`src/sv/upmt_pkg.sv`:
```
// ----------------------------------------------------------------------------
// upmt_pkg: shared types and codes of the uuid pattern match table
// Item codes, result codes, sequencer states and the compare result bundle.
// ----------------------------------------------------------------------------
package upmt_pkg;

  localparam int unsigned HALF_W   = 64;
  localparam int unsigned KEY_W    = 2 * HALF_W;
  localparam int unsigned MODE_W   = 3;
  localparam int unsigned STATUS_W = 3;
  localparam int unsigned OUT_IX_W = 4;

  typedef enum logic [MODE_W-1:0] {
    MODE_ADD    = 3'd0,
    MODE_REMOVE = 3'd1,
    MODE_CLEAR  = 3'd2,
    MODE_START  = 3'd3,
    MODE_SEEN   = 3'd4
  } mode_e;

  typedef enum logic [STATUS_W-1:0] {
    ST_DONE      = 3'd0,
    ST_PRESENT   = 3'd1,
    ST_FULL      = 3'd2,
    ST_NOT_FOUND = 3'd3,
    ST_REC_DONE  = 3'd4
  } status_e;

  typedef enum logic [2:0] {
    SQ_IDLE,
    SQ_EXEC,
    SQ_SCAN,
    SQ_MV_RD,
    SQ_MV_WR,
    SQ_INSERT,
    SQ_FIN
  } seq_state_e;

  typedef struct packed {
    logic eq;
    logic lt;
  } cmp_t;

endpackage

```
`src/sv/upmt_req_if.sv`:
```
// ----------------------------------------------------------------------------
// upmt_req_if: request channel of the uuid pattern match table
// Valid/ready handshake with the item code and the 128-bit uuid.
// ----------------------------------------------------------------------------
interface upmt_req_if;
  import upmt_pkg::*;

  logic                valid;
  logic                ready;
  logic [MODE_W-1:0]   mode;
  logic [HALF_W-1:0]   uuid_high;
  logic [HALF_W-1:0]   uuid_low;

  modport source (output valid, output mode, output uuid_high, output uuid_low,
                  input ready);
  modport sink   (input valid, input mode, input uuid_high, input uuid_low,
                  output ready);
endinterface

```
`src/sv/upmt_rsp_if.sv`:
```
// ----------------------------------------------------------------------------
// upmt_rsp_if: result channel of the uuid pattern match table
// Valid/ready handshake with status, position, entry count and match flag.
// ----------------------------------------------------------------------------
interface upmt_rsp_if;
  import upmt_pkg::*;

  logic                  valid;
  logic                  ready;
  logic [STATUS_W-1:0]   status;
  logic [OUT_IX_W-1:0]   position;
  logic [OUT_IX_W-1:0]   entry_count;
  logic                  record_match;

  modport source (output valid, output status, output position,
                  output entry_count, output record_match, input ready);
  modport sink   (input valid, input status, input position,
                  input entry_count, input record_match, output ready);
endinterface

```
`src/sv/upmt_ram.sv`:
```
// ----------------------------------------------------------------------------
// upmt_ram: generic single-port-write, single-port-read ram
// One write and one registered read per cycle.
// ----------------------------------------------------------------------------
module upmt_ram #(
  parameter int unsigned WIDTH = 128,
  parameter int unsigned DEPTH = 12,
  parameter int unsigned AW    = (DEPTH > 1) ? $clog2(DEPTH) : 1
) (
  input  logic             clk_i,
  input  logic             we_i,
  input  logic [AW-1:0]    waddr_i,
  input  logic [WIDTH-1:0] wdata_i,
  input  logic [AW-1:0]    raddr_i,
  output logic [WIDTH-1:0] rdata_o
);

  logic [WIDTH-1:0] mem_q [DEPTH];
  logic [WIDTH-1:0] rdata_q;

  always_ff @(posedge clk_i) begin
    if (we_i) begin
      mem_q[waddr_i] <= wdata_i;
    end
    rdata_q <= mem_q[raddr_i];
  end

  assign rdata_o = rdata_q;

endmodule

```
`src/sv/upmt_key_cmp.sv`:
```
// ----------------------------------------------------------------------------
// upmt_key_cmp: shared 128-bit key comparator
// Unsigned equal and less-than of the searched uuid against one table entry.
// ----------------------------------------------------------------------------
module upmt_key_cmp (
  input  logic [upmt_pkg::KEY_W-1:0] key_i,
  input  logic [upmt_pkg::KEY_W-1:0] entry_i,
  output upmt_pkg::cmp_t             res_o
);
  import upmt_pkg::*;

  always_comb begin
    res_o.eq = (key_i == entry_i);
    res_o.lt = (key_i < entry_i);
  end

endmodule

```
`src/sv/uuid_pattern_match_table.sv`:
```
// clear, start record and seen after match go from request straight to the result, with no table scan
// lookups: entries scanned in order by one shared 128-bit comparator, one per cycle
// add/remove: entries shifted one by one through the single ram read port, then an add writes the new key
// throughput: one request at a time; the next one is taken once the result register is free
// reset: count, found marks, match flag, result valid and sequencer clear at once; key ram is not cleared
// ----------------------------------------------------------------------------
// uuid_pattern_match_table: sorted uuid search pattern with per-record match
// Keeps up to MAX_UUIDS sorted 128-bit uuids in a ram, scans them with one
// comparator under a small sequencer, and tracks one found mark per entry.
// ----------------------------------------------------------------------------
module uuid_pattern_match_table #(
  parameter int unsigned MAX_UUIDS = 12
) (
  input  logic       clk_i,
  input  logic       rst_ni,
  upmt_req_if.sink   req_i,
  upmt_rsp_if.source rsp_o
);
  import upmt_pkg::*;

  // count holds 0..MAX_UUIDS, ram address covers the entries only
  localparam int unsigned CW = $clog2(MAX_UUIDS + 1);
  localparam int unsigned AW = (MAX_UUIDS > 1) ? $clog2(MAX_UUIDS) : 1;
  localparam int unsigned XW = (CW > OUT_IX_W) ? CW : OUT_IX_W;

  // mask of the n lowest entries
  function automatic logic [MAX_UUIDS-1:0] low_mask(input logic [CW-1:0] n);
    logic [MAX_UUIDS-1:0] m;
    for (int b = 0; b < MAX_UUIDS; b++) begin
      m[b] = (CW'(b) < n);
    end
    return m;
  endfunction

  seq_state_e state_q, state_d;

  // request being worked on
  logic [MODE_W-1:0]    op_mode_q, op_mode_d;
  logic [KEY_W-1:0]     key_q, key_d;

  // pattern state
  logic [CW-1:0]        count_q, count_d;
  logic [MAX_UUIDS-1:0] marks_q, marks_d;
  logic                 rec_done_q, rec_done_d;

  // sequencer working registers
  logic [CW-1:0]        idx_q, idx_d;
  logic [CW-1:0]        mv_dst_q, mv_dst_d;
  logic                 mv_up_q, mv_up_d;
  logic [STATUS_W-1:0]  res_status_q, res_status_d;
  logic [CW-1:0]        res_pos_q, res_pos_d;

  // result register
  logic                 out_vld_q, out_vld_d;
  logic [STATUS_W-1:0]  out_status_q, out_status_d;
  logic [OUT_IX_W-1:0]  out_pos_q, out_pos_d;
  logic [OUT_IX_W-1:0]  out_cnt_q, out_cnt_d;
  logic                 out_match_q, out_match_d;

  // ram port
  logic                 ram_we;
  logic [AW-1:0]        ram_waddr;
  logic [KEY_W-1:0]     ram_wdata;
  logic [AW-1:0]        ram_raddr;
  logic [KEY_W-1:0]     ram_rdata;

  // lookup and decision
  cmp_t                 cmp;
  logic                 req_acc;
  logic                 need_lookup;
  logic                 resolve;
  logic                 lk_done;
  logic                 lk_hit;
  logic [CW-1:0]        lk_pos;
  logic [CW-1:0]        idx_nxt;
  logic                 dec_move;
  logic                 dec_insert;
  logic                 is_full;
  logic [XW-1:0]        pos_x;
  logic [XW-1:0]        cnt_x;

  upmt_ram #(
    .WIDTH (KEY_W),
    .DEPTH (MAX_UUIDS)
  ) u_key_ram (
    .clk_i   (clk_i),
    .we_i    (ram_we),
    .waddr_i (ram_waddr),
    .wdata_i (ram_wdata),
    .raddr_i (ram_raddr),
    .rdata_o (ram_rdata)
  );

  upmt_key_cmp u_cmp (
    .key_i   (key_q),
    .entry_i (ram_rdata),
    .res_o   (cmp)
  );

  // a new request only once the result register is free
  assign req_i.ready = (state_q == SQ_IDLE) && (!out_vld_q || rsp_o.ready);

  assign req_acc = req_i.valid && req_i.ready;
  assign idx_nxt = CW'(idx_q + 1'b1);
  assign is_full = (count_q >= CW'(MAX_UUIDS));

  // seen after a finished record skips the table
  assign need_lookup = (op_mode_q == MODE_ADD) || (op_mode_q == MODE_REMOVE) ||
                       ((op_mode_q == MODE_SEEN) && !rec_done_q);

  // lookup outcome: ram data in the scan state belongs to entry idx_q
  always_comb begin
    lk_done = 1'b0;
    lk_hit  = 1'b0;
    lk_pos  = '0;
    if (state_q == SQ_EXEC) begin
      // empty pattern: nothing to scan, insertion point is zero
      lk_done = need_lookup && (count_q == '0);
    end else if (state_q == SQ_SCAN) begin
      if (cmp.eq) begin
        lk_done = 1'b1;
        lk_hit  = 1'b1;
        lk_pos  = idx_q;
      end else if (cmp.lt) begin
        lk_done = 1'b1;
        lk_pos  = idx_q;
      end else if (idx_nxt == count_q) begin
        lk_done = 1'b1;
        lk_pos  = count_q;
      end
    end
  end

  assign resolve = lk_done;

  // after the lookup: shift entries, insert directly, or finish
  always_comb begin
    dec_move   = 1'b0;
    dec_insert = 1'b0;
    if (op_mode_q == MODE_ADD) begin
      if (!lk_hit && !is_full) begin
        dec_insert = (lk_pos == count_q);
        dec_move   = (lk_pos != count_q);
      end
    end else if (op_mode_q == MODE_REMOVE) begin
      dec_move = lk_hit && (CW'(lk_pos + 1'b1) != count_q);
    end
  end

  // next state
  always_comb begin
    state_d = state_q;
    unique case (state_q)
      SQ_IDLE: begin
        if (req_acc) begin
          state_d = SQ_EXEC;
        end
      end
      SQ_EXEC, SQ_SCAN: begin
        if (state_q == SQ_EXEC && !need_lookup) begin
          state_d = SQ_FIN;
        end else if (resolve) begin
          if (dec_move) begin
            state_d = SQ_MV_RD;
          end else if (dec_insert) begin
            state_d = SQ_INSERT;
          end else begin
            state_d = SQ_FIN;
          end
        end else begin
          state_d = SQ_SCAN;
        end
      end
      SQ_MV_RD: begin
        state_d = SQ_MV_WR;
      end
      SQ_MV_WR: begin
        if (mv_up_q) begin
          if (CW'(mv_dst_q - 1'b1) == res_pos_q) begin
            state_d = SQ_INSERT;
          end else begin
            state_d = SQ_MV_RD;
          end
        end else if (CW'(mv_dst_q + 1'b1) == count_q) begin
          state_d = SQ_FIN;
        end else begin
          state_d = SQ_MV_RD;
        end
      end
      SQ_INSERT: begin
        state_d = SQ_FIN;
      end
      SQ_FIN: begin
        state_d = SQ_IDLE;
      end
      default: begin
        state_d = SQ_IDLE;
      end
    endcase
  end

  // datapath, ram port and handshake
  always_comb begin
    op_mode_d    = op_mode_q;
    key_d        = key_q;
    count_d      = count_q;
    marks_d      = marks_q;
    rec_done_d   = rec_done_q;
    idx_d        = idx_q;
    mv_dst_d     = mv_dst_q;
    mv_up_d      = mv_up_q;
    res_status_d = res_status_q;
    res_pos_d    = res_pos_q;
    out_vld_d    = out_vld_q;
    out_status_d = out_status_q;
    out_pos_d    = out_pos_q;
    out_cnt_d    = out_cnt_q;
    out_match_d  = out_match_q;
    ram_we       = 1'b0;
    ram_waddr    = mv_dst_q[AW-1:0];
    ram_wdata    = ram_rdata;
    ram_raddr    = '0;
    pos_x        = XW'(res_pos_q);
    cnt_x        = XW'(count_q);

    // result register frees up when taken
    if (out_vld_q && rsp_o.ready) begin
      out_vld_d = 1'b0;
    end

    unique case (state_q)
      SQ_IDLE: begin
        if (req_acc) begin
          op_mode_d = req_i.mode;
          key_d     = {req_i.uuid_high, req_i.uuid_low};
        end
      end
      SQ_EXEC, SQ_SCAN: begin
        if (state_q == SQ_EXEC) begin
          idx_d        = '0;
          res_status_d = ST_DONE;
          res_pos_d    = '0;
          if (!need_lookup) begin
            case (op_mode_q)
              MODE_CLEAR: begin
                count_d    = '0;
                marks_d    = '0;
                rec_done_d = 1'b0;
              end
              MODE_START: begin
                marks_d    = '0;
                rec_done_d = 1'b0;
              end
              MODE_SEEN: begin
                res_status_d = ST_REC_DONE;
              end
              default: begin
                res_status_d = ST_DONE;
              end
            endcase
          end
        end else begin
          idx_d = idx_nxt;
          // prefetch the next entry while this one is compared
          if (idx_nxt < count_q) begin
            ram_raddr = idx_nxt[AW-1:0];
          end
        end

        if (resolve) begin
          res_pos_d    = lk_pos;
          res_status_d = ST_DONE;
          case (op_mode_q)
            MODE_ADD: begin
              if (lk_hit) begin
                res_status_d = ST_PRESENT;
              end else if (is_full) begin
                res_status_d = ST_FULL;
              end else begin
                // marks move up with their entries, the new entry unmarked
                count_d  = CW'(count_q + 1'b1);
                marks_d  = ((marks_q & low_mask(lk_pos)) |
                            ((marks_q & ~low_mask(lk_pos)) << 1)) &
                           low_mask(CW'(count_q + 1'b1));
                mv_dst_d = count_q;
                mv_up_d  = 1'b1;
              end
            end
            MODE_REMOVE: begin
              if (!lk_hit) begin
                res_status_d = ST_NOT_FOUND;
              end else begin
                count_d  = CW'(count_q - 1'b1);
                marks_d  = (marks_q & low_mask(lk_pos)) |
                           ((marks_q & ~low_mask(CW'(lk_pos + 1'b1))) >> 1);
                mv_dst_d = lk_pos;
                mv_up_d  = 1'b0;
              end
            end
            MODE_SEEN: begin
              if (!lk_hit) begin
                res_status_d = ST_NOT_FOUND;
              end else if ((marks_q & (MAX_UUIDS'(1'b1) << lk_pos)) != '0) begin
                res_status_d = ST_PRESENT;
              end else begin
                marks_d    = marks_q | (MAX_UUIDS'(1'b1) << lk_pos);
                rec_done_d = ((marks_q | (MAX_UUIDS'(1'b1) << lk_pos)) ==
                              low_mask(count_q));
              end
            end
            default: begin
              res_status_d = ST_DONE;
            end
          endcase
        end
      end
      SQ_MV_RD: begin
        // source is the neighbor toward the gap
        if (mv_up_q) begin
          ram_raddr = mv_dst_q[AW-1:0] - 1'b1;
        end else begin
          ram_raddr = mv_dst_q[AW-1:0] + 1'b1;
        end
      end
      SQ_MV_WR: begin
        ram_we    = 1'b1;
        ram_waddr = mv_dst_q[AW-1:0];
        ram_wdata = ram_rdata;
        if (mv_up_q) begin
          mv_dst_d = CW'(mv_dst_q - 1'b1);
        end else begin
          mv_dst_d = CW'(mv_dst_q + 1'b1);
        end
      end
      SQ_INSERT: begin
        ram_we    = 1'b1;
        ram_waddr = res_pos_q[AW-1:0];
        ram_wdata = key_q;
      end
      SQ_FIN: begin
        out_vld_d    = 1'b1;
        out_status_d = res_status_q;
        out_pos_d    = pos_x[OUT_IX_W-1:0];
        out_cnt_d    = cnt_x[OUT_IX_W-1:0];
        out_match_d  = rec_done_q;
      end
      default: begin
        ram_we = 1'b0;
      end
    endcase
  end

  always_ff @(posedge clk_i or negedge rst_ni) begin
    if (!rst_ni) begin
      state_q    <= SQ_IDLE;
      count_q    <= '0;
      marks_q    <= '0;
      rec_done_q <= 1'b0;
      out_vld_q  <= 1'b0;
    end else begin
      state_q    <= state_d;
      count_q    <= count_d;
      marks_q    <= marks_d;
      rec_done_q <= rec_done_d;
      out_vld_q  <= out_vld_d;
    end
  end

  // payload and working registers need no reset
  always_ff @(posedge clk_i) begin
    op_mode_q    <= op_mode_d;
    key_q        <= key_d;
    idx_q        <= idx_d;
    mv_dst_q     <= mv_dst_d;
    mv_up_q      <= mv_up_d;
    res_status_q <= res_status_d;
    res_pos_q    <= res_pos_d;
    out_status_q <= out_status_d;
    out_pos_q    <= out_pos_d;
    out_cnt_q    <= out_cnt_d;
    out_match_q  <= out_match_d;
  end

  assign rsp_o.valid        = out_vld_q;
  assign rsp_o.status       = out_status_q;
  assign rsp_o.position     = out_pos_q;
  assign rsp_o.entry_count  = out_cnt_q;
  assign rsp_o.record_match = out_match_q;

`ifndef NO_ASSERTIONS
  // the result register is always free while a request is in flight
  a_busy_no_result: assert property (@(posedge clk_i) disable iff (!rst_ni)
    (state_q != SQ_IDLE) |-> !out_vld_q)
    else $error("result pending while sequencer busy");

  // the pattern never grows beyond the table
  a_count_bound: assert property (@(posedge clk_i) disable iff (!rst_ni)
    count_q <= CW'(MAX_UUIDS))
    else $error("entry count above table depth");

  // found marks only on live entries
  a_marks_live: assert property (@(posedge clk_i) disable iff (!rst_ni)
    (marks_q & ~low_mask(count_q)) == '0)
    else $error("found mark beyond entry count");

  // an accepted request starts the sequencer
  a_accept_exec: assert property (@(posedge clk_i) disable iff (!rst_ni)
    (req_i.valid && req_i.ready) |=> (state_q == SQ_EXEC))
    else $error("accepted request not started");
`endif

endmodule
```
`src/flat_wrapper.sv`:
```
// flat-port wrapper written by rule: the top's interface ports become plain ports
module uuid_pattern_match_table_flat import upmt_pkg::*;
#(
  parameter int unsigned MAX_UUIDS = 12
)
  (clk_i, rst_ni, req_i_valid, req_i_mode, req_i_uuid_high, req_i_uuid_low, req_i_ready, rsp_o_valid, rsp_o_status, rsp_o_position, rsp_o_entry_count, rsp_o_record_match, rsp_o_ready);
  upmt_req_if req_i_i ();
  upmt_rsp_if rsp_o_i ();
  input  logic clk_i;
  input  logic rst_ni;
  input wire logic [$bits(req_i_i.valid)-1:0] req_i_valid;
  input wire logic [$bits(req_i_i.mode)-1:0] req_i_mode;
  input wire logic [$bits(req_i_i.uuid_high)-1:0] req_i_uuid_high;
  input wire logic [$bits(req_i_i.uuid_low)-1:0] req_i_uuid_low;
  output wire logic [$bits(req_i_i.ready)-1:0] req_i_ready;
  output wire logic [$bits(rsp_o_i.valid)-1:0] rsp_o_valid;
  output wire logic [$bits(rsp_o_i.status)-1:0] rsp_o_status;
  output wire logic [$bits(rsp_o_i.position)-1:0] rsp_o_position;
  output wire logic [$bits(rsp_o_i.entry_count)-1:0] rsp_o_entry_count;
  output wire logic [$bits(rsp_o_i.record_match)-1:0] rsp_o_record_match;
  input wire logic [$bits(rsp_o_i.ready)-1:0] rsp_o_ready;
  assign req_i_i.valid = req_i_valid;
  assign req_i_i.mode = req_i_mode;
  assign req_i_i.uuid_high = req_i_uuid_high;
  assign req_i_i.uuid_low = req_i_uuid_low;
  assign req_i_ready = req_i_i.ready;
  assign rsp_o_valid = rsp_o_i.valid;
  assign rsp_o_status = rsp_o_i.status;
  assign rsp_o_position = rsp_o_i.position;
  assign rsp_o_entry_count = rsp_o_i.entry_count;
  assign rsp_o_record_match = rsp_o_i.record_match;
  assign rsp_o_i.ready = rsp_o_ready;
  uuid_pattern_match_table #(.MAX_UUIDS(MAX_UUIDS)) u_core (.clk_i(clk_i), .rst_ni(rst_ni), .req_i(req_i_i), .rsp_o(rsp_o_i));
endmodule
```
`config.mk`:
```
export PLATFORM = sky130hd
export DESIGN_NAME = uuid_pattern_match_table_flat
export DESIGN_NICKNAME = d
export VERILOG_FILES = /design/src/sv/upmt_pkg.sv /design/src/sv/upmt_req_if.sv /design/src/sv/upmt_rsp_if.sv /design/src/sv/upmt_ram.sv /design/src/sv/upmt_key_cmp.sv /design/src/sv/uuid_pattern_match_table.sv /design/src/flat_wrapper.sv
export SDC_FILE = /design/constraint.sdc
export NUM_CORES = 2
export LEC_CHECK = 0
export BUFFER_PORTS_ARGS = -buffer_cell sky130_fd_sc_hd__buf_4
export CAP_MARGIN = 5
export CORE_AREA = 4 4 442 444
export DETAILED_ROUTE_END_ITERATION = 16
export DIE_AREA = 0 0 446 448
export PLACE_DENSITY = 0.56
export SLEW_MARGIN = 10
export SYNTH_ARGS = -nofsm -noshare
export SYNTH_HDL_FRONTEND = slang
export SYNTH_SLANG_ARGS = --single-unit
```
`constraint.sdc`:
```
create_clock -name clk_i -period 8.9 [get_ports clk_i]
set_clock_uncertainty 0.1 [all_clocks]
set_input_delay 0.445 -clock clk_i [delete_from_list [all_inputs] [get_ports clk_i]]
set_output_delay 0.445 -clock clk_i [all_outputs]
set_load 0.005 [all_outputs]
```
==> impl_metrics.csv <==
group,metric,value,unit
routing,avgViaCountPerCell,5.45,
critical_path,startpoint_type,"flop",
sta,finalSetupTns,0,ps
power,powerDensity,331,nW/um^2
floorplan,die_w,446,um
grt,grt_pass1_wl,308,mm
clock_tree,cts_buffers,190,
floorplan,dieArea,200000,um^2
clock_tree,clock_latency,850,ps
critical_path,path_buf_inv,1,
run_status,outcome,"finished clean",
critical_path,crit_slowest_cell,"nor2_1",
clock_tree,root_buffer,"clkbuf_16",
yosys,netlist_area,76200,um^2
yosys,synth_top_area_share,66.8,%
critical_path,critPathTopFamily,"simple AND/OR/NAND/NOR gates",
floorplan,io_pins,149,
cells_and_area,drive_above_1_share,10.5,%
power,power_switching,10100,uW
cells_and_area,syn2layout_area_growth,15.1,%
grt,grt_max_degree,167,
sta,timing.final.crit_period,7700,ps
critical_path,cp_data_required_time,9330,ps
critical_path,r2r_slack,1200,ps
yosys,synth.distinct_cells,81,
power,share_comb_of_total_power,30.9,%
sta,rsz0062_at_grt,"no",
grt,grt_util_all_layers,20.1,%
routing,drt_iter0_drc,4177,
yosys,syn_inst,6125,
yosys,syn_nets,6405,
yosys,yosysSeqAreaShare,70.9,%
yosys,synth_area_leaders,"edfxtp_1, nand2_1, nand3_1, dfxtp_1, ha_1",
place,portBuffers,148,
clock_tree,htree_levels,4,
power,swShare,34.8,%
sta,slew_viol_final,0,
floorplan,die_h,448,um
routing,wl_per_cell,22.7,um
yosys,async_flop_share,1.14,%
power,p_leak,0.0311,uW
clock_tree,cts.clk_slew.worst_paths,60,ps
yosys,synth.avg_cell_area,12.4,um^2
grt,antenna_found_initial,9,
sta,fmax,130,MHz
cells_and_area,fin_util,45.8,%
critical_path,worstPathMaxFanout,18,
clock_tree,cts_tree,"built",
critical_path,worstSetupPathType,"reg2reg",
sta,finalHoldViolations,0,
yosys,synth-edff-count,1695,
routing,route.detailed.drc,0,
cells_and_area,most-common-layout-cells,"edfxtp_1, nand2_1, nand3_1",
floorplan,rows,161,
yosys,yosysTopAreaCell,"edfxtp_1",
critical_path,slowest_delay,1000,ps
hold_path,hold_path.class,"in2reg",
cells_and_area,final_common_cell,"edfxtp_1",
place,place.gp.congestion,0.874,
power,seqPwrFrac,42.0,%
floorplan,start_util,39.8,%
cells_and_area,final_nets,6582,
routing,detail-route-antenna-nets,0,
clock_tree,clockBufferDepth,3,
power,ir_worst_vdd,0.313,mV
floorplan,core-area,192000,um^2
sta,setup_viol,0,
routing,routed_wl,204,mm
sta,fin_crit_sh,86.5,%
critical_path,cp-end-kind,"flop",
place,post-dp-hpwl,104,mm
grt,grt_pass1_vias,48200,
grt,overflow,0,
critical_path,crit_arrival,8130,ps
clock_tree,clock_sinks,1844,
power,p_int,18900,uW
critical_path,path_cells,"ha_1, nand4_1, nor4_1, nand3_1, or3_1, o21bai_1, o22ai_4, nor2_1, nand2_1, a21oi_1, inv_1, ha_1, a22o_1, and3_4, a2111oi_4, nor3b_1, a2bb2oi_1, nor2_1",
job,max_cap_viol_count,0,
clock_tree,cts_resized,0,
sta,maxSlewHeadroom,20.0,%
power,p_clk_share,27.2,%
routing,drtPass1Iterations,6,
sta,worst_pin_slew,1200,ps
yosys,ys_ff_latch,1844,
yosys,yosysWarnings,0,
routing,vias,49100,
yosys,ys.flop_type,"edfxtp_1",
==> cell usage after synthesis (47+ instances only) <==
cell type and number:
a31oi_1 147, and3_1 137, nor3_1 47, clkbuf_1 356, ha_1 145, mux2_2 130
nand2_1 1643, a311oi_1 130, edfxtp_1 1695, a21oi_1 116, nor2_1 77, o21ai_0 198
nand4_1 48, dfxtp_1 128, nand3_1 670, inv_1 159
==> routing by layer <==
metal	share of wire, %	vias to the layer above	wire (um)	GRT usage, %
met4	2.8	0	5780	6.13
li1	-	22800	-	-
met3	5.1	301	10300	2.80
met5	0	-	0	0
met1	43	24700	88400	27.0
met2	49	1337	99500	34.1
==> registers in the layout, indices dropped and copies added, names as in the netlist, 4 cells and up <==
name                      count
u_core.marks_q               12
u_core.u_key_ram.rdata_o    128
u_core.rsp_o.position         4
u_core.u_key_ram.mem_q     1536
u_core.idx_q                  4
u_core.cnt_x                  4
u_core.key_q                128
u_core.pos_x                  4
u_core.rsp_o.entry_count      4
u_core.mv_dst_q               4
==> area by class of cell <==
| cell class | instances | area (um^2) |
|---|---|---|
| clock inverters | 90 | 1010 |
| repair buffers | 365 | 3350 |
| diodes | 2 | 5.00 |
| multi-input cells | 3740 | 20300 |
| inverters | 161 | 604 |
| fillers | 17100 | 104000 |
| flip-flops and latches | 1844 | 54000 |
| clock buffers | 269 | 5240 |
| well taps | 2526 | 3160 |
==> final timing paths <==
path                            cells past startpoint                   start                     end
min in group asynchronous                           4                  rst_ni      u_core.marks_q[11]
worst min register to register                      0  u_core.res_status_q[0]  u_core.rsp_o.status[0]
worst max-delay path                               18        u_core.key_q[35]  u_core.res_status_q[0]
worst min-delay path                                2     req_i_uuid_high[44]       u_core.key_q[108]
max in group asynchronous                           4                  rst_ni       u_core.marks_q[6]
worst max register to register                     18        u_core.key_q[35]  u_core.res_status_q[0]
==> power by group through the flow <==
stage | logic, uW | registers (uW) | clock network [uW]
after global placement | 8860 | 12300 | 0
final | 8970 | 12200 | 7890
after floorplan | 6050 | 12300 | 0
after global routing | 10000 | 12300 | 8430
after CTS | 9070 | 12200 | 8060
after detailed placement | 8970 | 12400 | 0
==> logic make-up after synthesis <==
logic type / count (synthesis) / share of synthesized area [%]
AOI/OAI and AO/OA: 730 / 6.27
xor gates and xnor gates: 27 / 0.310
adders and majority gates: 145 / 2.38
buffers and inverters: 541 / 2.67
DFF: 1844 / 70.9
muxes: 139 / 2.04
and+or+nand+nor: 2699 / 15.4
==> timing repair <==
| action | in CTS | in global routing |
|---|---|---|
| hold endpoints to repair | 153 | 0 |
| buffers inserted | 0 | 0 |
| hold buffers | 135 | 0 |
==> metrics by stage <==
step | hold WS [ps] | power [uW] | area [um^2] | setup WS [ps] | cells
floorplan | 49.4 | 18300 | 76200 | 1300 | 6125
global placement | 275 | 21200 | 80100 | 1410 | 8500
detailed placement | 275 | 21300 | 80100 | 1390 | 8501
CTS | 159 | 29300 | 87700 | 1330 | 8995
global route | 186 | 30800 | 87700 | 765 | 8997
finish | 241 | 29100 | 87700 | 1200 | 8997
Power figures use the tool's default switching activity.
